File: config.mk
export PLATFORM = sky130hd
export DESIGN_NAME = status_frame_parser_top
export DESIGN_NICKNAME = d
export VERILOG_FILES = /design/src/rtl/sfp_pkg.sv /design/src/rtl/status_frame_parser_top.sv /design/src/rtl/sfp_core.sv
export SDC_FILE = /design/constraint.sdc
export NUM_CORES = 1
export LEC_CHECK = 0
export BUFFER_PORTS_ARGS = -buffer_cell sky130_fd_sc_hd__buf_2
export CELL_PAD_IN_SITES_DETAIL_PLACEMENT = 1
export CELL_PAD_IN_SITES_GLOBAL_PLACEMENT = 2
export CORE_UTILIZATION = 40
export DETAILED_ROUTE_END_ITERATION = 10
export PLACE_DENSITY = 0.79
export SLEW_MARGIN = 20
export SYNTH_ARGS = -nofsm -noshare
export SYNTH_HDL_FRONTEND = slang
export SYNTH_SLANG_ARGS = --single-unit
File: constraint.sdc
create_clock -name clk -period 3.6 [get_ports clk]
set_input_delay 1.08 -clock clk [delete_from_list [all_inputs] [get_ports clk]]
set_output_delay 1.08 -clock clk [all_outputs]
set_load 0.03 [all_outputs]
File: src/rtl/sfp_pkg.sv
// ---------------------------------------------------------------------------
// sfp_pkg: shared types and constants for the status frame parser
// Holds the frame phase encoding, configuration and result bundles.
// ---------------------------------------------------------------------------
package sfp_pkg;

  localparam int PAYLOAD_LEN = 4;
  localparam int STORE_DEPTH = 4;
  localparam int STORE_AW    = $clog2(STORE_DEPTH);
  localparam int IDX_W       = 5;

  localparam logic [7:0] STATUS_LIMIT = 8'h01;

  // Configuration register indexes
  localparam logic [1:0] REG_HEADER   = 2'd0;
  localparam logic [1:0] REG_ADDRESS  = 2'd1;
  localparam logic [1:0] REG_FUNCTION = 2'd2;
  localparam logic [1:0] REG_TAIL     = 2'd3;

  typedef enum logic [2:0] {
    PH_HEADER   = 3'd0,
    PH_ADDRESS  = 3'd1,
    PH_FUNCTION = 3'd2,
    PH_LENGTH   = 3'd3,
    PH_PAYLOAD  = 3'd4,
    PH_SUM      = 3'd5,
    PH_TAIL     = 3'd6
  } phase_t;

  typedef struct packed {
    logic [7:0] header_byte;
    logic [7:0] address_byte;
    logic [7:0] function_byte;
    logic [7:0] tail_byte;
  } sfp_cfg_t;

  typedef struct packed {
    logic        frame_fault;
    logic        speed_valid;
    logic [15:0] speed;
    logic        fault_latched;
  } sfp_result_t;

endpackage

File: src/rtl/status_frame_parser_top.sv
// ---------------------------------------------------------------------------
// status_frame_parser_top: byte-serial status frame parser
// Parses header, address, function, length, payload, 16-bit sum and tail,
// reporting faults and speeds from completed frames.
// ---------------------------------------------------------------------------
//
//  Channel  Direction  Handshake            Payload
//  -------  ---------  -------------------  -----------------------------------
//  in       sink       in_valid / in_stall  rx_byte
//  out      source     out_valid/out_stall  frame_fault, speed_valid, speed,
//                                           fault_latched
//  cfg      sink       cfg_we               cfg_index, cfg_data
//
//  One byte transfers per cycle when the output is taken; a byte passes
//  through the input register, the phase machine and the result register.
//  Synchronous reset clears the phase machine, sum, last speed, fault flag,
//  configuration registers and both pipeline valids.
//  A stalled result holds in the result register; the input register still
//  takes one more byte, and in_stall rises only once both stages are full.
// ---------------------------------------------------------------------------
module status_frame_parser_top (
  input  logic        clk,
  input  logic        rst,
  // input byte channel
  input  logic        in_valid,
  output logic        in_stall,
  input  logic [7:0]  rx_byte,
  // result channel
  output logic        out_valid,
  input  logic        out_stall,
  output logic        frame_fault,
  output logic        speed_valid,
  output logic [15:0] speed,
  output logic        fault_latched,
  // configuration write port
  input  logic        cfg_we,
  input  logic [1:0]  cfg_index,
  input  logic [7:0]  cfg_data
);

  sfp_pkg::sfp_cfg_t    cfg;
  sfp_pkg::sfp_result_t core_result;

  logic       stage_valid;
  logic [7:0] stage_byte;
  logic       advance;
  logic       in_take;

  // Move the held byte into the result stage when the result register is
  // empty or being taken this cycle.
  assign advance  = stage_valid && (!out_valid || !out_stall);
  assign in_stall = stage_valid && !advance;
  assign in_take  = in_valid && !in_stall;

  // Configuration registers: written only while idle (user rule, unenforced)
  always_ff @(posedge clk) begin
    if (rst) begin
      cfg <= '0;
    end else if (cfg_we) begin
      case (cfg_index)
        sfp_pkg::REG_HEADER:   cfg.header_byte   <= cfg_data;
        sfp_pkg::REG_ADDRESS:  cfg.address_byte  <= cfg_data;
        sfp_pkg::REG_FUNCTION: cfg.function_byte <= cfg_data;
        sfp_pkg::REG_TAIL:     cfg.tail_byte     <= cfg_data;
        default: begin
        end
      endcase
    end
  end

  // Input register: hold the byte until the phase machine takes it
  always_ff @(posedge clk) begin
    if (rst) begin
      stage_valid <= 1'b0;
    end else if (in_take) begin
      stage_valid <= 1'b1;
    end else if (advance) begin
      stage_valid <= 1'b0;
    end
  end

  always_ff @(posedge clk) begin
    if (in_take) begin
      stage_byte <= rx_byte;
    end
  end

  sfp_core u_core (
    .clk     (clk),
    .rst     (rst),
    .advance (advance),
    .data    (stage_byte),
    .cfg     (cfg),
    .result  (core_result)
  );

  // Result register: every byte yields exactly one result transfer
  always_ff @(posedge clk) begin
    if (rst) begin
      out_valid <= 1'b0;
    end else if (advance) begin
      out_valid <= 1'b1;
    end else if (!out_stall) begin
      out_valid <= 1'b0;
    end
  end

  always_ff @(posedge clk) begin
    if (advance) begin
      frame_fault   <= core_result.frame_fault;
      speed_valid   <= core_result.speed_valid;
      speed         <= core_result.speed;
      fault_latched <= core_result.fault_latched;
    end
  end

endmodule

File: src/rtl/sfp_core.sv
// ---------------------------------------------------------------------------
// sfp_core: frame phase machine of the status frame parser
// Consumes one byte when advance is high and produces that byte's result.
// ---------------------------------------------------------------------------
module sfp_core (
  input  logic                clk,
  input  logic                rst,
  input  logic                advance,
  input  logic [7:0]          data,
  input  sfp_pkg::sfp_cfg_t   cfg,
  output sfp_pkg::sfp_result_t result
);

  sfp_pkg::phase_t              phase, phase_next;
  logic [sfp_pkg::IDX_W-1:0]    byte_index, byte_index_next;
  logic [15:0]                  sum_acc, sum_acc_next;
  logic [7:0]                   sum_high, sum_high_next;
  logic [15:0]                  last_speed, last_speed_next;
  logic                         fault_flag, fault_flag_next;
  logic [7:0]                   payload_store [sfp_pkg::STORE_DEPTH];
  logic                         store_we;
  logic                         fault_now, valid_now;
  logic [sfp_pkg::IDX_W-1:0]    idx_inc;
  logic [15:0]                  sum_add;

  assign idx_inc = byte_index + sfp_pkg::IDX_W'(1);
  assign sum_add = sum_acc + {8'h00, data};

  always_ff @(posedge clk) begin
    if (rst) begin
      phase      <= sfp_pkg::PH_HEADER;
      byte_index <= '0;
      sum_acc    <= '0;
      last_speed <= '0;
      fault_flag <= 1'b0;
    end else if (advance) begin
      phase      <= phase_next;
      byte_index <= byte_index_next;
      sum_acc    <= sum_acc_next;
      last_speed <= last_speed_next;
      fault_flag <= fault_flag_next;
    end
  end

  // Payload and received sum byte need no reset: written before read
  always_ff @(posedge clk) begin
    if (advance) begin
      sum_high <= sum_high_next;
      if (store_we) begin
        payload_store[byte_index[sfp_pkg::STORE_AW-1:0]] <= data;
      end
    end
  end

  always_comb begin
    phase_next      = phase;
    byte_index_next = byte_index;
    sum_acc_next    = sum_acc;
    sum_high_next   = sum_high;
    last_speed_next = last_speed;
    fault_flag_next = fault_flag;
    store_we        = 1'b0;
    fault_now       = 1'b0;
    valid_now       = 1'b0;
    case (phase)
      sfp_pkg::PH_ADDRESS: begin
        phase_next = (data == cfg.address_byte) ? sfp_pkg::PH_FUNCTION : sfp_pkg::PH_HEADER;
      end
      sfp_pkg::PH_FUNCTION: begin
        if (data == cfg.function_byte) begin
          sum_acc_next = sum_add;
          phase_next   = sfp_pkg::PH_LENGTH;
        end else begin
          sum_acc_next = '0;
          phase_next   = sfp_pkg::PH_HEADER;
        end
      end
      sfp_pkg::PH_LENGTH: begin
        if (data == 8'(sfp_pkg::PAYLOAD_LEN)) begin
          sum_acc_next    = sum_add;
          byte_index_next = '0;
          phase_next      = sfp_pkg::PH_PAYLOAD;
        end else begin
          sum_acc_next = '0;
          phase_next   = sfp_pkg::PH_HEADER;
        end
      end
      sfp_pkg::PH_PAYLOAD: begin
        store_we     = (byte_index < sfp_pkg::IDX_W'(sfp_pkg::STORE_DEPTH));
        sum_acc_next = sum_add;
        if (idx_inc >= sfp_pkg::IDX_W'(sfp_pkg::PAYLOAD_LEN)) begin
          byte_index_next = '0;
          phase_next      = sfp_pkg::PH_SUM;
        end else begin
          byte_index_next = idx_inc;
        end
      end
      sfp_pkg::PH_SUM: begin
        if (byte_index == '0) begin
          sum_high_next   = data;
          byte_index_next = sfp_pkg::IDX_W'(1);
        end else begin
          phase_next = ((sum_high == sum_acc[15:8]) && (data == sum_acc[7:0])) ?
                       sfp_pkg::PH_TAIL : sfp_pkg::PH_HEADER;
          byte_index_next = '0;
          sum_acc_next    = '0;
        end
      end
      sfp_pkg::PH_TAIL: begin
        if (data == cfg.tail_byte) begin
          if (payload_store[0] > sfp_pkg::STATUS_LIMIT) begin
            fault_flag_next = 1'b1;
            fault_now       = 1'b1;
          end else begin
            last_speed_next = {payload_store[2], payload_store[3]};
            valid_now       = 1'b1;
          end
        end
        phase_next = sfp_pkg::PH_HEADER;
      end
      default: begin
        // Header search, also taken by any unused phase code
        phase_next      = (data == cfg.header_byte) ? sfp_pkg::PH_ADDRESS : sfp_pkg::PH_HEADER;
        sum_acc_next    = '0;
        byte_index_next = '0;
      end
    endcase
  end

  always_comb begin
    result.frame_fault   = fault_now;
    result.speed_valid   = valid_now;
    result.speed         = last_speed_next;
    result.fault_latched = fault_flag_next;
  end

endmodule

# Yosys cells after proc, flatten, opt, wreduce, memory -nomap -nowiden
# Memories as Yosys holds them, arrays and structs flattened.
# Index checks and enable logic that the tools add are counted.
# totals
regBits	110
latchBits	0
ramBits	32
rom_bits	0
output_inout_bits	21
wordCells	100
memories	1
# memory_table
memory	words	word_bits	read_ports	rd_ports_with_merged_regs	write_ports	line	rtl
u_core.payload_store	4	8	3	0	1	sfp_core.sv:20	logic [7:0] payload_store [sfp_pkg::STORE_DEPTH];
# op_classes
n_addsub	2
multipliers	0
n_div	0
n_lt_le_gt_ge	3
eq_ne	20
shift	0
n_mux	32
bitwise	2
n_reduce_logical	23
# op_table
op	n
16-bit 2-to-1 mux	6
16-bit one-hot mux with 5 select lines	1
8-bit == test	6
5-bit one-hot mux with 4 select lines	1
3-bit one-hot mux with 6 select lines	1
16-bit by 8-bit adder with 16-bit output	1
1-bit 2-to-1 mux	15
3-bit 2-to-1 mux	4
3-bit AND reduction	4
5-bit 2-to-1 mux	2
2-bit AND reduction	5
3-bit == test (second input constant)	3
8-bit by 3-bit == test with 1-bit output (second input constant)	1
8-bit by 1-bit greater-than comparator with 1-bit output (second input constant)	1
3-bit by 2-bit == test with 1-bit output (second input constant)	2
2-bit by 1-bit != test with 1-bit output (second input constant)	3
5-bit by 1-bit adder with 5-bit output (second input constant)	1
5-bit by 3-bit greater-or-equal comparator with 1-bit output (second input constant)	1
5-bit zero test	1
5-bit by 3-bit < comparator with 1-bit output (second input constant)	1
2-bit == test (second input constant)	2
1-bit logical AND	4
1-bit zero test	4
2-bit 2-to-1 mux	2
9 further kinds	10

# Depth between registers and ports, before layout
# Gate-level depths: netlist (run 1).
# depth
ltp_word	8
ltp_mapped	9
mapped_depth_nobuf	9

# Modules after synthesis
# A second synthesis (run 1) with hierarchy kept.
# unflattened
cells_unflattened	534
area_unflattened_um2	5988.2
# modules_own_cells
module	n_inst	cells_each	area_per_inst_um2	seq_area_each_um2
sfp_core	1	380	3811.2	1751.7
status_frame_parser_top	1	154	2177.1	1491.4

# Worst setup path after synthesis (run 1)
# OpenSTA, ideal clock, no wires.
# synth_timing
kind	in2reg
start	in out_stall
end	reg u_core.sum_acc[10]
setup_ps	114
arrival_ps	2944
path_slack_ps	542
stages	7
path_buffers	1
path_cell_list	a21boi_2 > o21ai_0 > nor2_2 > buf_2 > nand4_1 > xor2_1 > nor2_1
# synth_via
elab_chain_len	4
# synth_rtl
item	line	rtl
start: declaration	status_frame_parser_top.sv:30	input logic out_stall,
1-bit zero test	-	
1-bit logical OR	status_frame_parser_top.sv:51	assign advance = stage_valid && (!out_valid || !out_stall);
1-bit logical AND	status_frame_parser_top.sv:51	
3-bit AND reduction (no source line)	-	
end signal: assignment	sfp_core.sv:39	sum_acc <= sum_acc_next;
end: declaration	sfp_core.sv:16	logic [15:0] sum_acc, sum_acc_next;
# Every way passes these cells.
# A chain may end at the register's enable or synchronous reset.

# Final worst setup path (run 1)
# layout_timing
start	in out_stall
end	out in_stall
# layout_via
elab_chain_len	5
# layout_rtl
item	line	rtl
1-bit zero test	-	
1-bit logical OR	status_frame_parser_top.sv:51	
1-bit logical AND	status_frame_parser_top.sv:51	
1-bit zero test	status_frame_parser_top.sv:52	assign in_stall = stage_valid && !advance;
1-bit logical AND	status_frame_parser_top.sv:52	
end: declaration	status_frame_parser_top.sv:26	output logic in_stall,
# Every way passes these cells.

==> results of run 1 <==
[worst min-delay path, stage by stage (launching register included)]
cell	delay, ps
dfxtp_1	310
nand2_1	50
a21oi_1	50
[power by group through the flow]
stage	Clock, mW	Combinational (mW)	Sequential (mW)
floorplan	0	0.164	1.68
global placement	0	0.238	1.68
detailed placement	0	0.244	1.68
CTS	1.78	0.247	1.65
global route	1.84	0.270	1.66
finish	1.74	0.244	1.65
[worst max path at each step]
stage	depth (start not counted)	endpoint	startpoint	slack, ps
floorplan	7	u_core.sum_acc[10]	out_stall	540
global placement	6	u_core.sum_high[6]	out_stall	810
detailed placement	6	u_core.sum_high[7]	out_stall	750
CTS	7	u_core.last_speed[12]	stage_byte[3]	890
global route	7	u_core.last_speed[13]	stage_byte[3]	660
finish	3	in_stall	out_stall	920
[sequential cells by signal (all words and copies together), names as in the netlist, 5 cells and up]
| name | cells |
|---|---|
| cfg | 32 |
| speed | 16 |
| stage_byte | 8 |
| u_core.byte_index | 5 |
| u_core.last_speed | 16 |
| u_core.payload_store | 23 |
| u_core.sum_acc | 16 |
| u_core.sum_high | 8 |
[placed cells by master (no fill, tap or decap), types with 4 or more instances in the layout]
cell and count:
xor2_1 25, mux2i_1 38, ha_1 11, nand3_1 10, nor4_1 8, clkbuf_16 17, buf_4 10, xnor2_1 28
nor3_1 7, nand4_1 11, clkinv_2 4, and2_1 7, nor2_1 61, a21oi_2 10, nand2_1 42, dfxtp_1 75
buf_2 43, a21oi_1 22, o21ai_0 9, inv_1 9, nor2b_1 5, edfxtp_1 58, mux2_2 16
[per-layer routing]
metal,vias to the layer above,wire length [um],global-route usage
li1,1920,-,-
met1,1935,6380,0.245
met2,67,6680,0.336
met3,13,520,0.0660
met4,0,179,0.0755
met5,-,0,0
[area by class of cell]
cell class | instances | area, um2 | area share
multi-input combinational | 353 | 2440 | 0.358
tap | 180 | 225 | 0.0330
clock buffer | 17 | 425 | 0.0624
clock inverter | 14 | 160 | 0.0235
inverter | 9 | 33.8 | 0.00495
sequential | 133 | 3240 | 0.476
timing repair buffer | 53 | 290 | 0.0426
[kinds of logic after synthesis]
| kind of cell | count (synthesis) |
|---|---|
| AO/OA/AOI/OAI | 59 |
| XOR/XNOR | 53 |
| adder cells (fa/ha/maj) | 12 |
| buffers and inverters | 35 |
| flip-flops | 133 |
| multiplexers | 54 |
| AND/OR/NAND/NOR | 175 |
[per-stage QoR]
| step | total power, mW | setup slack (ps) | hold slack (ps) | utilization |
|---|---|---|---|---|
| detailed placement | 1.93 | 754 | 454 | 0.444 |
| CTS | 3.67 | 889 | 461 | 0.486 |
| global placement | 1.92 | 811 | 436 | 0.444 |
| finish | 3.64 | 917 | 456 | 0.486 |
| global route | 3.76 | 657 | 479 | 0.486 |
| floorplan | 1.84 | 542 | 429 | - |
==> reports/qor.csv, run 1 <==
metric,value,unit
synthesized area,5840,um2
Adder-Cell Fraction of Synth Area,0.0270,
Mapped Cells,521,
simple-gate area share of the yosys netlist,0.148,
Final GP Congestion,0.837,
layout cells sized above 1,0.204,
post-route non-filler standard cell count,759,
PwrDens,534,nW/um2
DR WL/cell,18.1,um
Comb power frac,0.067,
critical path's slowest cell,buf_2,
Via density,5.18,
final instance area,6820,um2
worst reg2reg setup slack,940,ps
mux contribution to synthesized area,0.0959,
site row count,43,
post-synthesis net count,556,
max cap viols,0,
"Slew Viols, Final",0,
hold_buf cts,0,
Post-synth EDFFs,58,
chip width,123,um
top area cells in the synthesized netlist,"edfxtp_1 (30%), dfxtp_1 (26%), mux2i_1 (6.5%), xnor2_1 (4.2%), nor2_1 (3.9%)",
status,completed,
post-synthesis compound-gate area fraction,0.0672,
hold path start,u_core.last_speed[2],
crit path DAT,1600,ps
H-tree level count,4,
Hold Path Depth,2,
Synth Register Bits,133,
routed vias,3935,
Syn Area/Cell,11.2,um2
most common cell in the synthesized netlist,dfxtp_1,
worst-case clock skew,8.77,ps
vias in the first global route,4237,
Buf/Inv on CP,2,
core outline area,14000,um2
Detail Route Antenna Nets,0,
largest family of logic cells by synthesized area,simple AND/OR/NAND/NOR gates,
Die ar.,15100,um2
CTS buffer count,17,
Post-Place Cells,728,
clk root buf,clkbuf_16,
placed inst area,6230,um2
Post-synth top cells,"dfxtp_1 (75), nor2_1 (61), edfxtp_1 (58), nand2_1 (42), mux2i_1 (38)",
Global Route Usage Sum,0.203,
CTS tree,done,
Synth Warn #,0,
IO Port Bufs,43,
Clk pwr share,0.479,
hold crit path type,reg2reg,
"Period Utilization, post-route",0.745,
Top delay family on crit path,buffers and inverters,
CP max stage delay,210,ps
Crit Reg-Reg Startpoint,stage_byte[3],
Pleak,2.67,nW
CTS resizes,0,
part of the power in registers,0.454,
Required @ worst endpoint,2520,ps
first drt pass iteration count,4,
final hold viol count,0,
most frequent CP cell,buf_2,
Netlist cell types,52,
worst-skew pair later-pin latency,430,ps
"wirelength, routed",13800,um
Iteration-0 DRC Markers,149,
Slew @ Worst Pin,877,ps
Max VDD drop,0.386,mV
die height,123,um
FF-to-FF path depth,7,
Worst Path Max Fanout,3,
CP Class,in2out,
filler instances,1511,
"area leader, netlist",edfxtp_1,
share of the synthesized area in the top cell type,0.298,
pin count of the biggest net entering global routing,40,
io pins,44,
initial antenna violation count,0,
main flop type after synthesis,dfxtp_1,
Longest Clk Path Bufs,2,
Initial Utilization,0.416,
setup violators final,0,
Critical Path End Type,output pin,
maximum clock frequency,373,MHz
Synth Area in XOR/XNOR,0.0794,
HPWL after detailed placement,9390,um
minimum clock period,2680,ps
post-CTS setup buffers,0,
Net Sw Power,0.854,mW
switching part of the total power,0.235,
clock input transition at the sequential cells of the worst setup and hold paths,50,ps
"Area growth, synth to finish",16.7,%
reg2reg end,u_core.last_speed[12],
# clock sinks,133,
Worst Hold Path EP,u_core.last_speed[2],
# nets final,602,
first-pass GRT wire length,22300,um
sequential-to-total area share from yosys stat,0.555,
Async SR Flop Fraction,0,
DRC violations left,0,
relative slew slack,0.414,
CP cell instances,buf_2 -> and3_1 -> buf_2,
antenna diode count,0,
Pint,2.78,mW
CP startpoint kind,input pin,
gr ovfl total,0,
setup TNS,0,ps
setup repair after global routing missed its margin,false,
(Power assumes the default switching activity.)
==> inputs of run 2 (changes only) <==
clock period = 2.75 ns   (was 3.6 ns; I/O delays follow)
==> run 2 against run 1 <==
Effect of this change:
- utilization rose by 0.25 points
- die area did not move
- clock-buffer cell count rose by 4
- worst hold slack improved by 1.1 ps
- combinational power rose by 38%
- wire length rose by 3.3%
- largest cell class unchanged
- total power rose by 28%
- critical endpoint is now u_core.last_speed[0]
==> reports/qor.csv, run 2 (same netlist as run 1, synthesis figures left out) <==
metric,value,unit,change
max cap viols,0,,unchanged
H-tree level count,4,,unchanged
CP cell instances,xnor2_1 -> nand3_1 -> nor4_4 -> buf_4 -> nand2_1 -> nand2_1 -> a21oi_1,,
first-pass GRT wire length,22700,um,+1.9%
status,completed,,
layout cells sized above 1,0.210,,+0.00610
clk root buf,clkbuf_16,,
CP Class,reg2reg,,
placed inst area,6290,um2,+0.96%
initial antenna violation count,0,,unchanged
worst-skew pair later-pin latency,430,ps,about the same
worst reg2reg setup slack,230,ps,-710 ps
HPWL after detailed placement,9980,um,+6.3%
Global Route Usage Sum,0.207,,+0.00390
IO Port Bufs,43,,unchanged
Detail Route Antenna Nets,0,,unchanged
core outline area,14000,um2,unchanged
CP max stage delay,600,ps,+390 ps
crit path DAT,2820,ps,+1220 ps
# clock sinks,133,,unchanged
site row count,43,,unchanged
Via density,5.21,,+0.50%
Hold Path Depth,2,,unchanged
clock input transition at the sequential cells of the worst setup and hold paths,50,ps,about the same
Slew @ Worst Pin,641,ps,-236 ps
Max VDD drop,0.470,mV,+22%
"commonest non-fill, non-tap cell in the layout",dfxtp_1,,
# nets final,609,,+1.2%
Longest Clk Path Bufs,2,,unchanged
gr ovfl total,0,,unchanged
Worst setup endpoint,u_core.last_speed[0],,
Hold WS,457,ps,+1.10 ps
maximum clock frequency,397,MHz,
hold crit path type,reg2reg,,
post-CTS setup buffers,0,,unchanged
chip width,123,um,unchanged
"Area growth, synth to finish",17.3,%,
minimum clock period,2520,ps,
setup violators final,0,,unchanged
Required @ worst endpoint,3050,ps,+530 ps
io pins,44,,unchanged
final instance area,6850,um2,+0.51%
CTS buffer count,17,,unchanged
"Period Utilization, post-route",0.916,,
die height,123,um,unchanged
Crit Reg-Reg Startpoint,stage_byte[3],,
FF-to-FF path depth,7,,unchanged
"Slew Viols, Final",0,,unchanged
first drt pass iteration count,4,,unchanged
reg2reg end,u_core.last_speed[0],,
pre-CTS setup slack,193,ps,-561 ps
"commonest non-fill, non-tap cells in the layout","dfxtp_1 (75), nor2_1 (61), edfxtp_1 (58)",,
relative slew slack,0.572,,+0.157
setup TNS,0,ps,unchanged
routed vias,3991,,+1.4%
Initial Utilization,0.416,,unchanged
CTS resizes,0,,unchanged
pin count of the biggest net entering global routing,36,,-10%
antenna diode count,0,,unchanged
Largest register FFs,32,,unchanged
Final GP Congestion,0.809,,-3.3%
most frequent CP cell,nand2_1,,
CTS tree,done,,
filler instances,1518,,+0.46%
worst-case clock skew,8.02,ps,-0.746 ps
setup repair after global routing missed its margin,false,,
DRC violations left,0,,unchanged
"wirelength, routed",14200,um,+3.3%
Worst Path Max Fanout,18,,+15
DR WL/cell,18.6,um,+2.4%
critical path's slowest cell,edfxtp_1,,
PwrDens,682,nW/um2,+28%
final worst setup slack,230,ps,-687 ps
CP startpoint kind,register,,
largest reg by FF count,cfg,,
hold_buf cts,0,,unchanged
vias in the first global route,4209,,-0.66%
Pleak,2.69,nW,+0.61%
Die ar.,15100,um2,unchanged
Iteration-0 DRC Markers,210,,+41%
final hold viol count,0,,unchanged
Critical Path End Type,register,,
CP Launch Point,stage_byte[3],,
## run 2: changes by cell type in the layout (fill, tap and decap cells not counted), sizes merged
cell,before,now
clkbuf,17,21
inv,10,9
clkinv,9,5
buf,53,60
clkinvlp,1,3
bufinv,3,2
## run 2: cell type report
class	instances	area, um2	share of cell area
flip-flops and latches	133	3240	0.473
multi-input cells	353	2450	0.357
clock buffers	21	450	0.0657
repair buffers	60	343	0.0500
well taps	180	225	0.0329
clock inverters	10	110	0.0161
inverters	9	33.8	0.00493
## run 2: worst max-delay path: cells and delay by family (launching register included)
kind | cells | cell delay [ps]
AOI/OAI and AO/OA | 1 | 90
and+or+nand+nor | 4 | 1140
buffers and inverters | 1 | 300
xor gates and xnor gates | 1 | 240
DFF | 1 | 600
## run 2: where the power goes
group | switching [mW] | internal, mW | leakage [nW] | total, mW
Clock | 0.839 | 1.34 | 0.266 | 2.18
Combinational | 0.204 | 0.132 | 1.28 | 0.336
Sequential | 0.0456 | 2.11 | 1.14 | 2.15
Total | 1.09 | 3.58 | 2.69 | 4.67
## run 2: through the flow
stage	util	std cells	power, mW
3_3_place_gp	0.448	735	2.53
2_1_floorplan	-	521	2.41
6_report	0.488	766	4.67
3_5_place_dp	0.448	735	2.54
5_1_grt	0.488	766	4.83
4_1_cts	0.488	766	4.73
## run 2: routing by layer
metal	share of wire	wire, um	GRT usage
met1	0.46	6530	0.256
met2	0.49	6990	0.341
met3	0.029	411	0.0460
met4	0.020	281	0.0991
met5	0	0	0
## run 2: how the worst min path moves through the flow
| stage | to | from | slack [ps] |
|---|---|---|---|
| 2_1_floorplan | u_core.fault_flag | u_core.fault_flag | 430 |
| 3_3_place_gp | u_core.last_speed[1] | u_core.last_speed[1] | 430 |
| 3_5_place_dp | u_core.last_speed[3] | u_core.last_speed[3] | 450 |
| 4_1_cts | u_core.last_speed[3] | u_core.last_speed[3] | 460 |
| 5_1_grt | u_core.last_speed[9] | u_core.last_speed[9] | 490 |
| 6_report | u_core.last_speed[3] | u_core.last_speed[3] | 460 |
==> inputs of run 3 (changes only) <==
CORE_ASPECT_RATIO = 0.6   (was default)
CORE_MARGIN = 2   (was default)
TNS_END_PERCENT = 5   (was default)
==> run 3 against run 2 <==
Effect of this change:
- die area up 3.5%
- worst setup slack gained 110 ps
- final cell count grew 2.3%
- non-clock buffer count fell by 1
- global-route usage shrank 0.40 points
- combinational power rose by 4%
- clock power about the same
- largest cell class unchanged
- first-iteration DRC count is 10% higher
==> reports/qor.csv, run 3 (same netlist as run 1, synthesis figures left out) <==
metric,value,unit,change
Hold WS,461,ps,+4.02 ps
Pleak,2.69,nW,+0.21%
final hold viol count,0,,unchanged
worst-skew pair later-pin latency,420,ps,about the same
routed vias,4019,,+0.70%
PwrDens,678,nW/um2,-0.62%
core outline area,14400,um2,+2.4%
Die ar.,15600,um2,+3.5%
Net Sw Power,1.17,mW,+7.0%
worst-case clock skew,11.5,ps,+3.49 ps
chip width,160,um,+30%
DRC violations left,0,,unchanged
# nets final,608,,-0.16%
die height,97.6,um,-21%
Critical Path End Type,register,,
"Area growth, synth to finish",18.3,%,
vias in the first global route,4279,,+1.7%
antenna diode count,0,,unchanged
GR Layer Usage met2,0.323,,-0.0179
Top delay family on crit path,simple AND/OR/NAND/NOR gates,,
crit path DAT,2760,ps,-60 ps
CTS buffer count,17,,unchanged
Required @ worst endpoint,3100,ps,+50 ps
# clock sinks,133,,unchanged
hold_buf cts,0,,unchanged
DR WL/cell,19.0,um,+2.4%
Max VDD drop,0.385,mV,-18%
setup repair after global routing missed its margin,false,,
most frequent CP cell,nand3_1,,
relative slew slack,0.562,,-0.0101
status,completed,,
"commonest non-fill, non-tap cell in the layout",dfxtp_1,,
io pins,44,,unchanged
maximum clock frequency,416,MHz,+4.7%
Top Usage Layer GRT,met2,,
clk root buf,clkbuf_16,,
post-CTS setup buffers,0,,unchanged
Global Route Usage Sum,0.203,,-0.00396
pin count of the biggest net entering global routing,38,,+5.6%
max cap viols,0,,unchanged
Largest register FFs,32,,unchanged
CP max stage delay,600,ps,about the same
clock input transition at the sequential cells of the worst setup and hold paths,60,ps,about the same
final worst setup slack,344,ps,+114 ps
"Period Utilization, post-route",0.875,,-0.0415
Detail Route Antenna Nets,0,,unchanged
Via density,5.13,,-1.6%
met1 usage,0.277,,+0.0214
CP startpoint kind,register,,
layout cells sized above 1,0.215,,+0.00512
IO Port Bufs,43,,unchanged
Final GP Congestion,0.789,,-2.4%
Buf/Inv on CP,1,,unchanged
gr ovfl total,0,,unchanged
CP Class,reg2reg,,
Comb power frac,0.074,,+0.002
hold crit path type,reg2reg,,
part of the power in registers,0.460,,about the same
CTS tree,done,,
Iteration-0 DRC Markers,232,,+10%
first drt pass iteration count,4,,unchanged
critical path's slowest cell,edfxtp_1,,
site row count,34,,-21%
Slew @ Worst Pin,656,ps,+15.2 ps
post-route non-filler standard cell count,784,,+2.3%
switching part of the total power,0.249,,+0.0158
H-tree level count,4,,unchanged
Worst Path Max Fanout,7,,-11
"Slew Viols, Final",0,,unchanged
setup violators final,0,,unchanged
Pint,3.52,mW,-1.8%
Initial Utilization,0.406,,-0.00974
"wirelength, routed",14900,um,+4.8%
setup TNS,0,ps,unchanged
first-pass GRT wire length,24200,um,+6.8%
CTS resizes,0,,unchanged
minimum clock period,2410,ps,-114 ps
largest reg by FF count,cfg,,
initial antenna violation count,0,,unchanged
pre-CTS setup slack,281,ps,+88.5 ps
Clk pwr share,0.466,,about the same
Longest Clk Path Bufs,2,,unchanged
post-layout util,0.481,,-0.00742
CP cell instances,inv_1 -> fa_1 -> nor2b_1 -> o2111ai_1 -> nand3_1 -> nand3_1 -> or3_1 -> a21oi_1,,
"commonest non-fill, non-tap cells in the layout","dfxtp_1 (75), nor2_1 (61), edfxtp_1 (58)",,
met3 usage in global routing,0.0431,,-0.00290
HPWL after detailed placement,10600,um,+6.1%
Post-Place Cells,752,,+2.3%
run 3: cell count changes in the layout (fill, tap and decap cells not counted), sizes merged:
cell	previous run	this run
clkinv	5	4
clkinvlp	3	4
buf	60	59
bufinv	2	1
inv	9	13
clkbuf	21	19
run 3: worst paths after layout:
kind | slack [ps] | start | end | depth (start not counted)
max | 340 | stage_byte[1] | u_core.sum_acc[14] | 8
min | 460 | u_core.last_speed[0] | u_core.last_speed[0] | 2
max reg2reg | 340 | stage_byte[1] | u_core.sum_acc[14] | 8
min reg2reg | 460 | u_core.last_speed[0] | u_core.last_speed[0] | 2
run 3: routing by layer:
metal,vias up,share of wire
li1,1932,-
met1,2013,0.50
met2,59,0.46
met3,15,0.031
met4,0,0.0099
met5,-,0
run 3: worst min-delay path, delay by kind of cell (launching register included):
family	cells	cell delay, ps
flip-flops	1	310
AO/OA/AOI/OAI	1	50
AND/OR/NAND/NOR	1	50
run 3: cell type report:
class / count / area [um2]
Fill cell: 1575 / 7470
Sequential cell: 133 / 3240
Multi-Input combinational cell: 353 / 2450
Clock buffer: 19 / 443
Timing Repair Buffer: 59 / 373
Tap cell: 198 / 248
Clock inverter: 13 / 123
Inverter: 9 / 33.8
run 3: power by group through the flow:
stage	Sequential, mW	Combinational (mW)	Clock [mW]
floorplan	2.20	0.215	0
global placement	2.19	0.336	0
detailed placement	2.20	0.345	0
CTS	2.15	0.350	2.22
global route	2.16	0.383	2.29
finish	2.15	0.349	2.18
run 3: per-stage QoR:
step | instance area (um2) | total power, mW
after floorplan | 5850 | 2.41
after global placement | 6350 | 2.53
after detailed placement | 6350 | 2.54
after CTS | 6910 | 4.72
after global routing | 6910 | 4.83
final | 6910 | 4.68
